--- src/lrs_pkg.sv ---
// shared constants, types and command codes for the logarithm unit
package lrs_pkg;

    localparam int IN_W            = 32;
    localparam int OUT_W           = 29;
    localparam int SERIES_TERMS    = 84;
    localparam int INPUT_FRAC_BITS = 16;

    localparam int WORK_FRAC = 40;
    localparam int OUT_FRAC  = 24;
    localparam int OUT_SHIFT = WORK_FRAC - OUT_FRAC;

    localparam int A_W       = 64;
    localparam int B_W       = 42;
    localparam int MUL_DIGIT = 16;
    localparam int MUL_STEPS = A_W / MUL_DIGIT;
    localparam int MUL_CNT_W = $clog2(MUL_STEPS);
    localparam int PP_W      = MUL_DIGIT + B_W;
    localparam int MSUM_W    = PP_W + 1;
    localparam int ACC_W     = MSUM_W - MUL_DIGIT;

    localparam int DIV_W     = WORK_FRAC;
    localparam int DIV_DIGIT = 8;
    localparam int DIV_STEPS = DIV_W / DIV_DIGIT;
    localparam int DIV_CNT_W = $clog2(DIV_STEPS);

    localparam int TERM_W = 8;
    localparam int CNT_W  = 7;
    localparam int SUM_W  = 50;
    localparam int RND_W  = SUM_W + 1 - OUT_SHIFT;

    localparam logic [A_W-1:0] K_ONE    = A_W'(1) << WORK_FRAC;
    localparam logic [B_W-1:0] K_E      = B_W'(64'h2B7E151628B);
    localparam logic [B_W-1:0] K_INV_E  = B_W'(64'h5E2D58D8B4);
    localparam logic [B_W-1:0] K_LOG10E = B_W'(64'h6F2DEC549C);
    localparam logic [A_W-1:0] K_HIGH   = A_W'(64'd1869169767219);
    localparam logic [A_W-1:0] K_LOW    = A_W'(64'd329853488333);

    localparam logic [OUT_W-1:0] OUT_MAX     = OUT_W'(29'h0FFFFFFF);
    localparam logic [RND_W-1:0] OUT_POS_LIM = RND_W'(29'h0FFFFFFF);
    localparam logic [RND_W-1:0] OUT_NEG_LIM = RND_W'(29'h10000000);

    localparam logic [1:0] MS_INV_E = 2'd0;
    localparam logic [1:0] MS_E     = 2'd1;
    localparam logic [1:0] MS_POW   = 2'd2;
    localparam logic [1:0] MS_LOG   = 2'd3;

    typedef struct packed {
        logic       load;
        logic       mul_start;
        logic [1:0] mul_sel;
        logic       div_start;
        logic       red_up;
        logic       red_dn;
        logic       series_init;
        logic       term_acc;
        logic       total;
        logic       mag_scale;
        logic       emit;
    } t_cmd;

    typedef struct packed {
        logic zero;
        logic mode;
        logic a_gt_high;
        logic a_lt_low;
        logic i_last;
        logic mul_busy;
        logic div_busy;
    } t_status;

endpackage

--- src/logarithm_range_reduced_series.sv ---
// top level: natural or base-10 logarithm of a Q16.16 operand, result in Q4.24
// run time grows with the range-reduction steps (at most 11 for Q16.16) and the series terms,
//   plus a scaling multiply in base-10 mode; a zero operand goes straight to the output state
// the series term time is set by the 5-step radix-256 divider running beside the multiplier
// one item at a time: start is taken again in the cycle that o_valid is high
// synchronous active-low reset idles the controller and clears the result strobe
module logarithm_range_reduced_series #(
    parameter int SERIES_TERMS    = lrs_pkg::SERIES_TERMS,
    parameter int INPUT_FRAC_BITS = lrs_pkg::INPUT_FRAC_BITS
) (
    input  logic                             i_clk,
    input  logic                             i_rst_n,
    input  logic                             start,
    output logic                             busy,
    input  logic [lrs_pkg::IN_W-1:0]         i_value,
    input  logic                             i_mode,
    output logic                             o_valid,
    output logic signed [lrs_pkg::OUT_W-1:0] o_log_value,
    output logic                             o_invalid
);

    lrs_pkg::t_cmd    cmd;
    lrs_pkg::t_status status;

    lrs_ctrl u_ctrl (
        .i_clk    (i_clk),
        .i_rst_n  (i_rst_n),
        .i_start  (start),
        .i_status (status),
        .o_cmd    (cmd),
        .o_busy   (busy)
    );

    lrs_datapath #(
        .SERIES_TERMS    (SERIES_TERMS),
        .INPUT_FRAC_BITS (INPUT_FRAC_BITS)
    ) u_datapath (
        .i_clk       (i_clk),
        .i_rst_n     (i_rst_n),
        .i_value     (i_value),
        .i_mode      (i_mode),
        .i_cmd       (cmd),
        .o_status    (status),
        .o_valid     (o_valid),
        .o_log_value (o_log_value),
        .o_invalid   (o_invalid)
    );

`ifndef SYNTHESIS
    a_valid_after_busy: assert property (@(posedge i_clk) disable iff (!i_rst_n)
        o_valid |-> $past(busy))
        else $error("result strobe without an item in flight");

    a_accept_sets_busy: assert property (@(posedge i_clk) disable iff (!i_rst_n)
        start && !busy |=> busy)
        else $error("accepted item did not make the block busy");

    a_units_idle: assert property (@(posedge i_clk) disable iff (!i_rst_n)
        !busy |-> !status.mul_busy && !status.div_busy)
        else $error("arithmetic unit still running while idle");

    a_invalid_sat: assert property (@(posedge i_clk) disable iff (!i_rst_n)
        o_valid && o_invalid |-> o_log_value == lrs_pkg::OUT_MAX)
        else $error("zero operand result not saturated");
`endif

endmodule

--- src/lrs_mul.sv ---
// multi-cycle 64 x 42 multiplier returning the product shifted right by the work fraction
module lrs_mul (
    input  logic                      i_clk,
    input  logic                      i_rst_n,
    input  logic                      i_start,
    input  logic [lrs_pkg::A_W-1:0]   i_a,
    input  logic [lrs_pkg::B_W-1:0]   i_b,
    output logic                      o_busy,
    output logic [lrs_pkg::A_W-1:0]   o_prod
);

    logic                          r_busy;
    logic [lrs_pkg::MUL_CNT_W-1:0] r_cnt;
    logic [lrs_pkg::A_W-1:0]       r_a;
    logic [lrs_pkg::B_W-1:0]       r_b;
    logic [lrs_pkg::ACC_W-1:0]     r_acc;
    logic [lrs_pkg::A_W-1:0]       r_lo;
    logic [lrs_pkg::PP_W-1:0]      pp;
    logic [lrs_pkg::MSUM_W-1:0]    msum;

    assign pp   = r_a[lrs_pkg::MUL_DIGIT-1:0] * r_b;
    assign msum = lrs_pkg::MSUM_W'(r_acc) + lrs_pkg::MSUM_W'(pp);

    always_ff @(posedge i_clk) begin
        if (!i_rst_n) begin
            r_busy <= 1'b0;
            r_cnt  <= '0;
        end else if (i_start) begin
            r_busy <= 1'b1;
            r_cnt  <= '0;
        end else if (r_busy) begin
            r_cnt <= r_cnt + 1'b1;
            if (r_cnt == lrs_pkg::MUL_CNT_W'(lrs_pkg::MUL_STEPS - 1)) begin
                r_busy <= 1'b0;
            end
        end
    end

    always_ff @(posedge i_clk) begin
        if (i_start) begin
            r_a   <= i_a;
            r_b   <= i_b;
            r_acc <= '0;
            r_lo  <= '0;
        end else if (r_busy) begin
            r_a   <= r_a >> lrs_pkg::MUL_DIGIT;
            r_acc <= msum[lrs_pkg::MSUM_W-1:lrs_pkg::MUL_DIGIT];
            r_lo  <= {msum[lrs_pkg::MUL_DIGIT-1:0],
                      r_lo[lrs_pkg::A_W-1:lrs_pkg::MUL_DIGIT]};
        end
    end

    assign o_busy = r_busy;
    assign o_prod = {r_acc[lrs_pkg::WORK_FRAC-1:0],
                     r_lo[lrs_pkg::A_W-1:lrs_pkg::WORK_FRAC]};

endmodule

--- src/lrs_div.sv ---
// radix-256 restoring divider for the series term by its index
module lrs_div (
    input  logic                       i_clk,
    input  logic                       i_rst_n,
    input  logic                       i_start,
    input  logic [lrs_pkg::DIV_W-1:0]  i_num,
    input  logic [lrs_pkg::TERM_W-1:0] i_den,
    output logic                       o_busy,
    output logic [lrs_pkg::DIV_W-1:0]  o_quot
);

    logic                          r_busy;
    logic [lrs_pkg::DIV_CNT_W-1:0] r_cnt;
    logic [lrs_pkg::DIV_W-1:0]     r_num;
    logic [lrs_pkg::DIV_W-1:0]     r_quot;
    logic [lrs_pkg::TERM_W-1:0]    r_rem;
    logic [lrs_pkg::TERM_W-1:0]    r_den;

    logic [lrs_pkg::TERM_W-1:0]    rem_chain [0:lrs_pkg::DIV_DIGIT];
    logic [lrs_pkg::TERM_W:0]      trial     [0:lrs_pkg::DIV_DIGIT-1];
    logic [lrs_pkg::DIV_DIGIT-1:0] q_digit;

    always_comb begin
        rem_chain[0] = r_rem;
        for (int k = 0; k < lrs_pkg::DIV_DIGIT; k++) begin
            trial[k] = {rem_chain[k], r_num[lrs_pkg::DIV_W-1-k]};
            if (trial[k] >= {1'b0, r_den}) begin
                rem_chain[k+1] = lrs_pkg::TERM_W'(trial[k] - {1'b0, r_den});
                q_digit[lrs_pkg::DIV_DIGIT-1-k] = 1'b1;
            end else begin
                rem_chain[k+1] = lrs_pkg::TERM_W'(trial[k]);
                q_digit[lrs_pkg::DIV_DIGIT-1-k] = 1'b0;
            end
        end
    end

    always_ff @(posedge i_clk) begin
        if (!i_rst_n) begin
            r_busy <= 1'b0;
            r_cnt  <= '0;
        end else if (i_start) begin
            r_busy <= 1'b1;
            r_cnt  <= '0;
        end else if (r_busy) begin
            r_cnt <= r_cnt + 1'b1;
            if (r_cnt == lrs_pkg::DIV_CNT_W'(lrs_pkg::DIV_STEPS - 1)) begin
                r_busy <= 1'b0;
            end
        end
    end

    always_ff @(posedge i_clk) begin
        if (i_start) begin
            r_num  <= i_num;
            r_den  <= i_den;
            r_rem  <= '0;
            r_quot <= '0;
        end else if (r_busy) begin
            r_num  <= r_num << lrs_pkg::DIV_DIGIT;
            r_rem  <= rem_chain[lrs_pkg::DIV_DIGIT];
            r_quot <= {r_quot[lrs_pkg::DIV_W-lrs_pkg::DIV_DIGIT-1:0], q_digit};
        end
    end

    assign o_busy = r_busy;
    assign o_quot = r_quot;

endmodule

--- src/lrs_datapath.sv ---
// datapath: reduction value, series accumulator, shared multiplier, series divider, output stage
module lrs_datapath #(
    parameter int SERIES_TERMS    = lrs_pkg::SERIES_TERMS,
    parameter int INPUT_FRAC_BITS = lrs_pkg::INPUT_FRAC_BITS
) (
    input  logic                             i_clk,
    input  logic                             i_rst_n,
    input  logic [lrs_pkg::IN_W-1:0]         i_value,
    input  logic                             i_mode,
    input  lrs_pkg::t_cmd                    i_cmd,
    output lrs_pkg::t_status                 o_status,
    output logic                             o_valid,
    output logic signed [lrs_pkg::OUT_W-1:0] o_log_value,
    output logic                             o_invalid
);

    localparam int IN_SHIFT = lrs_pkg::WORK_FRAC - INPUT_FRAC_BITS;
    localparam logic [lrs_pkg::SUM_W:0] RND_HALF =
        (lrs_pkg::SUM_W+1)'(1) << (lrs_pkg::OUT_SHIFT - 1);

    logic [lrs_pkg::A_W-1:0]            r_a;
    logic signed [lrs_pkg::CNT_W-1:0]   r_count;
    logic                               r_mode;
    logic                               r_zero;
    logic                               r_tneg;
    logic [lrs_pkg::DIV_W-1:0]          r_tmag;
    logic [lrs_pkg::DIV_W-1:0]          r_pw;
    logic [lrs_pkg::TERM_W-1:0]         r_i;
    logic signed [lrs_pkg::SUM_W-1:0]   r_sum;
    logic                               r_neg;
    logic [lrs_pkg::SUM_W-1:0]          r_mag;
    logic                               r_valid;
    logic signed [lrs_pkg::OUT_W-1:0]   r_out;
    logic                               r_inv;

    logic [lrs_pkg::A_W-1:0]            mul_a;
    logic [lrs_pkg::B_W-1:0]            mul_b;
    logic [lrs_pkg::A_W-1:0]            prod;
    logic                               mul_busy;
    logic [lrs_pkg::DIV_W-1:0]          quot;
    logic                               div_busy;
    logic                               a_below_one;
    logic                               term_neg;
    logic signed [lrs_pkg::SUM_W-1:0]   term;
    logic signed [lrs_pkg::SUM_W-1:0]   total;
    logic [lrs_pkg::SUM_W:0]            rnd_sum;
    logic [lrs_pkg::RND_W-1:0]          rnd;
    logic signed [lrs_pkg::OUT_W-1:0]   n_out;

    always_comb begin
        unique case (i_cmd.mul_sel)
            lrs_pkg::MS_INV_E: begin
                mul_a = r_a;
                mul_b = lrs_pkg::K_INV_E;
            end
            lrs_pkg::MS_E: begin
                mul_a = r_a;
                mul_b = lrs_pkg::K_E;
            end
            lrs_pkg::MS_POW: begin
                mul_a = lrs_pkg::A_W'(r_pw);
                mul_b = lrs_pkg::B_W'(r_tmag);
            end
            lrs_pkg::MS_LOG: begin
                mul_a = lrs_pkg::A_W'(r_mag);
                mul_b = lrs_pkg::K_LOG10E;
            end
            default: begin
                mul_a = r_a;
                mul_b = lrs_pkg::K_INV_E;
            end
        endcase
    end

    lrs_mul u_mul (
        .i_clk   (i_clk),
        .i_rst_n (i_rst_n),
        .i_start (i_cmd.mul_start),
        .i_a     (mul_a),
        .i_b     (mul_b),
        .o_busy  (mul_busy),
        .o_prod  (prod)
    );

    lrs_div u_div (
        .i_clk   (i_clk),
        .i_rst_n (i_rst_n),
        .i_start (i_cmd.div_start),
        .i_num   (r_pw),
        .i_den   (r_i),
        .o_busy  (div_busy),
        .o_quot  (quot)
    );

    assign a_below_one = r_a < lrs_pkg::K_ONE;
    // odd terms follow the sign of t, even terms are always subtracted
    assign term_neg    = !r_i[0] || r_tneg;
    assign term        = lrs_pkg::SUM_W'(quot);
    assign total       = r_sum + (lrs_pkg::SUM_W'(r_count) <<< lrs_pkg::WORK_FRAC);
    assign rnd_sum     = {1'b0, r_mag} + RND_HALF;
    assign rnd         = rnd_sum[lrs_pkg::SUM_W:lrs_pkg::OUT_SHIFT];

    always_comb begin
        if (r_neg) begin
            if (rnd > lrs_pkg::OUT_NEG_LIM) begin
                n_out = lrs_pkg::OUT_W'(0) - lrs_pkg::OUT_W'(lrs_pkg::OUT_NEG_LIM);
            end else begin
                n_out = lrs_pkg::OUT_W'(0) - rnd[lrs_pkg::OUT_W-1:0];
            end
        end else if (rnd > lrs_pkg::OUT_POS_LIM) begin
            n_out = lrs_pkg::OUT_MAX;
        end else begin
            n_out = rnd[lrs_pkg::OUT_W-1:0];
        end
    end

    always_ff @(posedge i_clk) begin
        if (i_cmd.load) begin
            r_a     <= lrs_pkg::A_W'(i_value) << IN_SHIFT;
            r_count <= '0;
            r_mode  <= i_mode;
            r_zero  <= (i_value == '0);
        end else if (i_cmd.red_up) begin
            r_a     <= prod;
            r_count <= r_count + 1'b1;
        end else if (i_cmd.red_dn) begin
            r_a     <= prod;
            r_count <= r_count - 1'b1;
        end

        if (i_cmd.series_init) begin
            r_tneg <= a_below_one;
            r_tmag <= a_below_one ? lrs_pkg::DIV_W'(lrs_pkg::K_ONE - r_a)
                                  : lrs_pkg::DIV_W'(r_a - lrs_pkg::K_ONE);
            r_pw   <= a_below_one ? lrs_pkg::DIV_W'(lrs_pkg::K_ONE - r_a)
                                  : lrs_pkg::DIV_W'(r_a - lrs_pkg::K_ONE);
            r_i    <= lrs_pkg::TERM_W'(1);
            r_sum  <= '0;
        end else if (i_cmd.term_acc) begin
            r_sum <= term_neg ? r_sum - term : r_sum + term;
            r_pw  <= prod[lrs_pkg::DIV_W-1:0];
            r_i   <= r_i + 1'b1;
        end

        if (i_cmd.total) begin
            r_neg <= total < 0;
            r_mag <= (total < 0) ? $unsigned(-total) : $unsigned(total);
        end else if (i_cmd.mag_scale) begin
            r_mag <= prod[lrs_pkg::SUM_W-1:0];
        end

        if (i_cmd.emit) begin
            r_out <= r_zero ? lrs_pkg::OUT_MAX : n_out;
            r_inv <= r_zero;
        end
    end

    always_ff @(posedge i_clk) begin
        if (!i_rst_n) begin
            r_valid <= 1'b0;
        end else begin
            r_valid <= i_cmd.emit;
        end
    end

    always_comb begin
        o_status.zero      = r_zero;
        o_status.mode      = r_mode;
        o_status.a_gt_high = r_a > lrs_pkg::K_HIGH;
        o_status.a_lt_low  = r_a < lrs_pkg::K_LOW;
        o_status.i_last    = r_i == lrs_pkg::TERM_W'(SERIES_TERMS);
        o_status.mul_busy  = mul_busy;
        o_status.div_busy  = div_busy;
    end

    assign o_valid     = r_valid;
    assign o_log_value = r_out;
    assign o_invalid   = r_inv;

endmodule

--- src/lrs_ctrl.sv ---
// controller state machine sequencing reduction, series, scaling and output
module lrs_ctrl (
    input  logic             i_clk,
    input  logic             i_rst_n,
    input  logic             i_start,
    input  lrs_pkg::t_status i_status,
    output lrs_pkg::t_cmd    o_cmd,
    output logic             o_busy
);

    localparam logic [3:0] S_IDLE       = 4'd0;
    localparam logic [3:0] S_CHK_HI     = 4'd1;
    localparam logic [3:0] S_MUL_HI     = 4'd2;
    localparam logic [3:0] S_CHK_LO     = 4'd3;
    localparam logic [3:0] S_MUL_LO     = 4'd4;
    localparam logic [3:0] S_TERM       = 4'd5;
    localparam logic [3:0] S_TERM_WAIT  = 4'd6;
    localparam logic [3:0] S_TOTAL      = 4'd7;
    localparam logic [3:0] S_SCALE      = 4'd8;
    localparam logic [3:0] S_SCALE_WAIT = 4'd9;
    localparam logic [3:0] S_EMIT       = 4'd10;

    logic [3:0] r_state;
    logic [3:0] n_state;

    always_ff @(posedge i_clk) begin
        if (!i_rst_n) begin
            r_state <= S_IDLE;
        end else begin
            r_state <= n_state;
        end
    end

    always_comb begin
        n_state = r_state;
        o_cmd   = '0;
        unique case (r_state)
            S_IDLE: begin
                if (i_start) begin
                    o_cmd.load = 1'b1;
                    n_state    = S_CHK_HI;
                end
            end
            S_CHK_HI: begin
                if (i_status.zero) begin
                    n_state = S_EMIT;
                end else if (i_status.a_gt_high) begin
                    o_cmd.mul_start = 1'b1;
                    o_cmd.mul_sel   = lrs_pkg::MS_INV_E;
                    n_state         = S_MUL_HI;
                end else begin
                    n_state = S_CHK_LO;
                end
            end
            S_MUL_HI: begin
                o_cmd.mul_sel = lrs_pkg::MS_INV_E;
                if (!i_status.mul_busy) begin
                    o_cmd.red_up = 1'b1;
                    n_state      = S_CHK_HI;
                end
            end
            S_CHK_LO: begin
                if (i_status.a_lt_low) begin
                    o_cmd.mul_start = 1'b1;
                    o_cmd.mul_sel   = lrs_pkg::MS_E;
                    n_state         = S_MUL_LO;
                end else begin
                    o_cmd.series_init = 1'b1;
                    n_state           = S_TERM;
                end
            end
            S_MUL_LO: begin
                o_cmd.mul_sel = lrs_pkg::MS_E;
                if (!i_status.mul_busy) begin
                    o_cmd.red_dn = 1'b1;
                    n_state      = S_CHK_LO;
                end
            end
            S_TERM: begin
                o_cmd.mul_start = 1'b1;
                o_cmd.mul_sel   = lrs_pkg::MS_POW;
                o_cmd.div_start = 1'b1;
                n_state         = S_TERM_WAIT;
            end
            S_TERM_WAIT: begin
                o_cmd.mul_sel = lrs_pkg::MS_POW;
                if (!i_status.mul_busy && !i_status.div_busy) begin
                    o_cmd.term_acc = 1'b1;
                    n_state        = i_status.i_last ? S_TOTAL : S_TERM;
                end
            end
            S_TOTAL: begin
                o_cmd.total = 1'b1;
                n_state     = i_status.mode ? S_SCALE : S_EMIT;
            end
            S_SCALE: begin
                o_cmd.mul_start = 1'b1;
                o_cmd.mul_sel   = lrs_pkg::MS_LOG;
                n_state         = S_SCALE_WAIT;
            end
            S_SCALE_WAIT: begin
                o_cmd.mul_sel = lrs_pkg::MS_LOG;
                if (!i_status.mul_busy) begin
                    o_cmd.mag_scale = 1'b1;
                    n_state         = S_EMIT;
                end
            end
            S_EMIT: begin
                o_cmd.emit = 1'b1;
                n_state    = S_IDLE;
            end
            default: begin
                n_state = S_IDLE;
            end
        endcase
    end

    assign o_busy = r_state != S_IDLE;

endmodule

--- config.mk ---
export PLATFORM = sky130hd
export DESIGN_NAME = logarithm_range_reduced_series
export DESIGN_NICKNAME = d
export VERILOG_FILES = /design/src/lrs_pkg.sv /design/src/logarithm_range_reduced_series.sv /design/src/lrs_mul.sv /design/src/lrs_div.sv /design/src/lrs_datapath.sv /design/src/lrs_ctrl.sv
export SDC_FILE = /design/constraint.sdc
export NUM_CORES = 2
export LEC_CHECK = 0
export BUFFER_PORTS_ARGS = -buffer_cell sky130_fd_sc_hd__clkbuf_2
export CORE_MARGIN = 4
export CORE_UTILIZATION = 45
export DETAILED_ROUTE_END_ITERATION = 7
export MAX_ROUTING_LAYER = met4
export PLACE_DENSITY = 0.7
export SYNTH_ARGS = -nofsm -noshare
export SYNTH_HDL_FRONTEND = slang
export SYNTH_SLANG_ARGS = --single-unit
--- constraint.sdc ---
create_clock -name i_clk -period 21.9 [get_ports i_clk]
set_input_delay 1.095 -clock i_clk [delete_from_list [all_inputs] [get_ports i_clk]]
set_output_delay 1.095 -clock i_clk [all_outputs]
set_load 0.1 [all_outputs]
; ---- After elaboration in Yosys (flattened, before gate mapping)
; Index checks and enable logic that the tools add are counted.
[totals]
inputBits = 36
word_cells = 181
out_inout_bits = 32
ff_bits = 614
[classes]
n_eq_ne = 21
n_addsub = 22
n_mux = 72
n_bitwise = 1
n_mul = 1
n_reduce_logical = 22
magnitude_cmp = 14
[op_table]
columns = cell, count
row1 = $mux 64, 4
row2 = $mux 40, 5
row3 = $mux 50, 4
row4 = $pmux 64 s3, 1
row5 = $pmux 42 s4, 1
row6 = $mux 29, 3
row7 = $ge 9x8->1, 8
row8 = $gt 64x41->1 const B, 1
row9 = $lt 64x39->1 const B, 1
row10 = $lt 64x41->1 const B, 1
row11 = $mux 8, 8
row12 = $sub 8x8->8, 8
row13 = $add 43x58->59, 1
row14 = $mul 16x42->58, 1
row15 = $mux 56, 1
row16 = $add 50x16->51 const B, 1
row17 = $add 50x41->50, 1
row18 = $add 50x47->50, 1
row19 = $lt 50x1->1 const B, 1
row20 = $neg 50->50, 1
row21 = $sub 50x41->50, 1
row22 = $pmux 4 s10, 1
row23 = $sub 1x40->40 const A, 1
row24 = $sub 40x1->40 const B, 1
row25 = 37 further kinds, 96

; ---- Logic depth before layout (Yosys ltp)
[depth]
depth_word = 16
ltp_mapped = 92
mapped_depth_nobuf = 85

; ---- Hierarchy
; A second synthesis with hierarchy kept.
[unflattened]
hier_cells = 6308
area_unflattened_um2 = 57477.6
[by_module_without_submodules]
columns = module, cells_per_inst, area_per_inst_um2, instances
row1 = lrs_mul, 3130, 29104.2, 1
row2 = lrs_datapath, 2303, 20420.8, 1
row3 = lrs_div, 809, 7500.9, 1
row4 = lrs_ctrl, 66, 451.7, 1

; ---- Least setup slack after synthesis
; OpenSTA, ideal clock, no wires.
[synth_path]
path_type = register -> register
start = register u_datapath.u_div.r_den[1] (netlist bit)
end = register u_datapath.u_div.r_rem[2] (netlist bit)
synth_period_minus_slack_ps = 17626
t_arrival_ps = 17564
path_stages_with_launch = 87
required_time_ps = 21838
path_slack_ps = 4274
path_cell_list = edfxtp_1 > inv_1 > ha_1 > nor2b_1 > o31a_1 > o21ai_2 > a22o_1 > buf_6 > mux2_2 > ha_1 > nand3_1 > o31a_1 > nand3_1 > a31oi_1 > o21ai_1 > mux2_2 > ha_1 > a21o_1 > [51 not listed] > o21a_1 > a311o_1 > a221oi_4 > mux2i_1 > ha_1 > nor2b_1 > o21ai_0 > a21boi_0 > o21ai_0 > nand2b_1 > a21o_1 > a21oi_1 > o21ai_0 > a21oi_1 > o211ai_1 > mux2_4 > or4b_2 > nand3_1
[synth_via]
elab_chain_cells = 16
word_cells_on_any_way = 24
cone_classes = 8 x add/sub / 8 x order compare / 8 x mux
[synth_lines]
columns = item, line
row1 = start: declaration, lrs_div.sv:17  ; logic [lrs_pkg::TERM_W-1:0] r_den;
row2 = start signal: assignment, lrs_div.sv:55  ; r_den <= i_den;
row3 = $sub 8x8->8 or $ge 9x8->1 (tied branches), "lrs_div.sv:28, lrs_div.sv:27"
row4 = $mux 8, lrs_div.sv:27  ; if (trial[k] >= {1'b0, r_den}) begin
row5 = $sub 8x8->8 or $ge 9x8->1 (tied branches), "lrs_div.sv:28, lrs_div.sv:27"
row6 = $mux 8, lrs_div.sv:27
row7 = $sub 8x8->8 or $ge 9x8->1 (tied branches), "lrs_div.sv:28, lrs_div.sv:27"
row8 = $mux 8, lrs_div.sv:27
row9 = $sub 8x8->8 or $ge 9x8->1 (tied branches), "lrs_div.sv:28, lrs_div.sv:27"
row10 = $mux 8, lrs_div.sv:27
row11 = $sub 8x8->8 or $ge 9x8->1 (tied branches), "lrs_div.sv:28, lrs_div.sv:27"
row12 = $mux 8, lrs_div.sv:27
row13 = $sub 8x8->8 or $ge 9x8->1 (tied branches), "lrs_div.sv:28, lrs_div.sv:27"
row14 = $mux 8, lrs_div.sv:27
row15 = $sub 8x8->8 or $ge 9x8->1 (tied branches), "lrs_div.sv:28, lrs_div.sv:27"
row16 = $mux 8, lrs_div.sv:27
row17 = $ge 9x8->1 or $sub 8x8->8 (tied branches), "lrs_div.sv:27, lrs_div.sv:28"
row18 = $mux 8 *, lrs_div.sv:27
row19 = end signal: assignment, lrs_div.sv:60  ; r_rem <= rem_chain[lrs_pkg::DIV_DIGIT];
row20 = end: declaration, lrs_div.sv:16  ; logic [lrs_pkg::TERM_W-1:0] r_rem;
; Every way passes the cells marked *; elsewhere a longest branch is shown, timed or not.
; A chain may end at the register's enable or synchronous reset.

; ---- Worst setup path after layout
[layout_path]
start = register u_datapath.u_div.r_den[5] (netlist bit)
end = register u_datapath.u_div.r_rem[2] (netlist bit)
[layout_via]
elab_chain_cells = 16
word_cells_on_any_way = 24
cone_classes = 8 x add/sub / 8 x order compare / 8 x mux
[layout_lines]
columns = item, line
row1 = $sub 8x8->8 or $ge 9x8->1 (tied branches), "lrs_div.sv:28, lrs_div.sv:27"
row2 = $mux 8, lrs_div.sv:27
row3 = $sub 8x8->8 or $ge 9x8->1 (tied branches), "lrs_div.sv:28, lrs_div.sv:27"
row4 = $mux 8, lrs_div.sv:27
row5 = $sub 8x8->8 or $ge 9x8->1 (tied branches), "lrs_div.sv:28, lrs_div.sv:27"
row6 = $mux 8, lrs_div.sv:27
row7 = $ge 9x8->1 or $sub 8x8->8 (tied branches), "lrs_div.sv:27, lrs_div.sv:28"
row8 = $mux 8, lrs_div.sv:27
row9 = $sub 8x8->8 or $ge 9x8->1 (tied branches), "lrs_div.sv:28, lrs_div.sv:27"
row10 = $mux 8, lrs_div.sv:27
row11 = $sub 8x8->8 or $ge 9x8->1 (tied branches), "lrs_div.sv:28, lrs_div.sv:27"
row12 = $mux 8, lrs_div.sv:27
row13 = $sub 8x8->8 or $ge 9x8->1 (tied branches), "lrs_div.sv:28, lrs_div.sv:27"
row14 = $mux 8, lrs_div.sv:27
row15 = $ge 9x8->1 or $sub 8x8->8 (tied branches), "lrs_div.sv:27, lrs_div.sv:28"
row16 = $mux 8 *, lrs_div.sv:27
; Marks and branches as above.

==> qor.csv <==
stage,metric,value,unit
die,core,119000,sq um
min_path,whs_path_depth,1,
worst_setup_path,critPathSlowestCell,a2111oi_1,
logic_synthesis,synth_nets,6868,
worst_setup_path,cp_top_family,compound AO/OA/AOI/OAI gates,
worst_setup_path,critPathKind,reg -> reg,
worst_setup_path,cpMostUsedCell,o21ai_0,
detailed_routing,routed.top_layer,met4,
logic_synthesis,syn_avg_cell_area,9.08,sq um
sta,finalWorstSetupSlack,1.82,ns
worst_setup_path,critPathLaunchType,flop,
sta,setup_viol,0,
detailed_routing,drc,0,
sta,worst_pin_slew,1.31,ns
worst_setup_path,worstPathMaxFanout,22,
worst_setup_path,required,22.46,ns
grt,antenna_found_initial,8,
clock_tree,cts_buffers,66,
worst_setup_path,critical-path-max-stage-delay,0.63,ns
clock_tree,clock_latency,0.64,ns
layout,nets,6781,
clock_tree,cts-root-buf,clkbuf_16,
worst_setup_path,cp-end-kind,flop,
place,gp_congestion,1.02,
detailed_routing,dr_wl_met3,16.6,mm
sta,max_slew_margin,12.6,%
die,start_util,45.5,%
die,rows,126,
detailed_routing,drt_iter0_markers,4622,
place,place_area,56000,sq um
die,die_area,126000,sq um
logic_synthesis,yosys-top-cells-area,"fa_1 22%, edfxtp_1 19%, dfxtp_1 8.3%",
sta,period_needed,20.08,ns
clock_tree,postCtsHoldBufs,0,
logic_synthesis,synth-main-ff-cell,edfxtp_1,
worst_setup_path,cp.depth,83,
sta,slew_violations,0,
min_path,min_path_type,reg -> reg,
detailed_routing,drt-pass1-iter-count,7,
logic_synthesis,yosysUniqueCellTypes,82,
layout,ff_latch_area,15000,sq um
worst_setup_path,crit_buf_inv,6,
worst_setup_path,cp.arrival,20.64,ns
detailed_routing,routedWlPerCell,22.1,um
clock_tree,cts_tree,done,
layout,n_fill_cell,11000,
grt,grt_max_degree,226,
logic_synthesis,yosysTopAreaCellShare,22.1,%
detailed_routing,ant_nets,0,
sta,setup_tns,0,ns
layout,design_area,58200,sq um
logic_synthesis,synthesis.instances,5954,
detailed_routing,vias_per_cell,5.75,
detailed_routing,wl_met1,70.4,mm
status,status,completed,
clock_tree,h-tree-depth,3,
grt,grt_pass1_wl,258,mm
die,num_io_pins,68,
clock_tree,clockBufferDepth,3,
worst_setup_path,r2r_cells,83,
place,io_buffers,67,
grt,overflow,0,
layout,multi_input_area,35400,sq um
clock_tree,cts.sinks,573,
clock_tree,post_cts_resized,0,
place,dp_hpwl,125,mm
grt,grt.total_usage,27.2,%
die,die_x,355,um
sta,hold_violations,0,
grt,grt_pass1_vias,42600,
detailed_routing,vias,43300,
detailed_routing,wirelength,167,mm
sta,rsz0062_at_grt,false,
sta,fin_crit_sh,91.7,%
sta,fmax,49.8,MHz
logic_synthesis,synth_edf_count,349,
place,pre_cts_ws,1.83,ns
logic_synthesis,yosys_warnings,0,
logic_synthesis,synth_top_area_cell,fa_1,
sta,fin_skew,0.0454,ns
die,die_y,355,um
flow_run,drv_cap,0,
detailed_routing,wl_met2,73.4,mm
layout,syn_to_final_growth,7.60,%
logic_synthesis,synth_seq_area_share,27.7,%
logic_synthesis,synth-async-reset-ratio,0,%
logic_synthesis,syn_area,54100,sq um
logic_synthesis,synth_seq_cells,573,
clock_tree,post_cts_buffers,0,
clock_tree,clkTransAtPathRegs,0.06,ns
layout,drive_above_1_share,5.66,%
==> worst paths after layout <==
check	end	from	slack, ns
worst max-delay path	u_datapath.u_div.r_rem[2]$_SDFFE_PP0P_	u_datapath.u_div.r_den[5]$_DFFE_PP_	1.82
worst min-delay path	u_datapath.u_mul.r_b[14]$_DFFE_PP_	u_datapath.r_tmag[14]$_DFFE_PP_	0.48
worst max register to register	u_datapath.u_div.r_rem[2]$_SDFFE_PP0P_	u_datapath.u_div.r_den[5]$_DFFE_PP_	1.82
worst min register to register	u_datapath.u_mul.r_b[14]$_DFFE_PP_	u_datapath.r_tmag[14]$_DFFE_PP_	0.48
==> layer usage <==
| layer | up-vias | global-route usage, % |
|---|---|---|
| met5 | - | - |
| met4 | 0 | 8.76 |
| met3 | 299 | 5.81 |
| met2 | 1884 | 40.4 |
| met1 | 21600 | 37.2 |
| li1 | 19500 | - |
==> cell type report <==
class,instances,area share (%)
Clock inverter,32,0.678
Sequential cell,573,25.7
Antenna cell,4,0.0172
Clock buffer,88,3.10
Timing Repair Buffer,140,1.54
Inverter,716,4.63
Tap cell,1600,3.44
Multi-Input combinational cell,4370,60.9
==> placed cells by master, fill, tap and decap left out, types with 32 or more instances in the layout <==
master and n:
nand2_1 950, inv_1 713, fa_1 598, nor2_1 452
edfxtp_1 349, ha_1 280, o21ai_0 242, a21oi_1 240
dfxtp_1 222, and2_1 196, xor2_1 151, xnor2_1 150
mux2i_1 106, a21o_1 84, buf_4 72, nand3_1 67
clkbuf_16 67, clkbuf_2 67, a31oi_1 66, nor3_1 64
and3_1 53, a22oi_1 49, nand2b_1 45, nand4_1 40
nor2b_1 39, nor4_1 39, o31ai_1 35, mux2_2 34
a22o_1 32
==> cell families after synthesis <==
| logic type | share of synthesized area, % |
|---|---|
| AND/OR/NAND/NOR | 17.3 |
| buffers and inverters | 7.07 |
| AO/OA/AOI/OAI | 11.6 |
| flip-flops | 27.7 |
| XOR/XNOR | 4.89 |
| adder cells (fa/ha/maj) | 28.6 |
| multiplexers | 2.84 |
==> through the flow <==
step / util, % / hold slack, ns / cells
floorplan: - / 0.442 / 5954
global placement: 47.1 / 0.468 / 7399
detailed placement: 47.1 / 0.483 / 7399
CTS: 49.0 / 0.482 / 7519
global route: 49.0 / 0.516 / 7523
finish: 49.0 / 0.478 / 7523
==> Yosys cell counts, types with 18 or more instances <==
library cell	count
nor2_1	457
mux2_2	34
o21bai_1	30
inv_1	715
a21o_1	84
nand3_1	68
or4_1	18
edfxtp_1	349
and3_1	54
nor4_1	39
o21a_1	32
xnor2_1	151
a22o_1	32
nor3_1	66
ha_1	280
nand2_1	951
a211oi_1	29
or3_1	20
o31ai_1	35
dfxtp_1	224
a21oi_1	242
o21ai_0	242
fa_1	598
or2_2	19
nand2b_1	46
and2_1	196
clkbuf_1	278
nand4_1	40
nor2b_1	39
a31oi_1	66
o211ai_1	19
xor2_1	151
mux2i_1	107
a22oi_1	49
==> state kept, by name, summed over array words and instances (netlist names), 40 cells and up <==
| signal | flops |
|---|---|
| u_datapath.r_pw | 40 |
| u_datapath.u_mul.r_a | 64 |
| u_datapath.u_mul.r_acc | 43 |
| u_datapath.u_mul.r_b | 41 |
| u_datapath.r_a | 64 |
| u_datapath.u_div.o_quot | 40 |
| u_datapath.u_div.r_num | 40 |
| u_datapath.r_sum | 50 |
| u_datapath.r_tmag | 40 |
| u_datapath.r_mag | 50 |
Power is left out: the tool's default activity adds up to more than one toggle a clock period on the data nets, which glitch-free logic cannot reach.
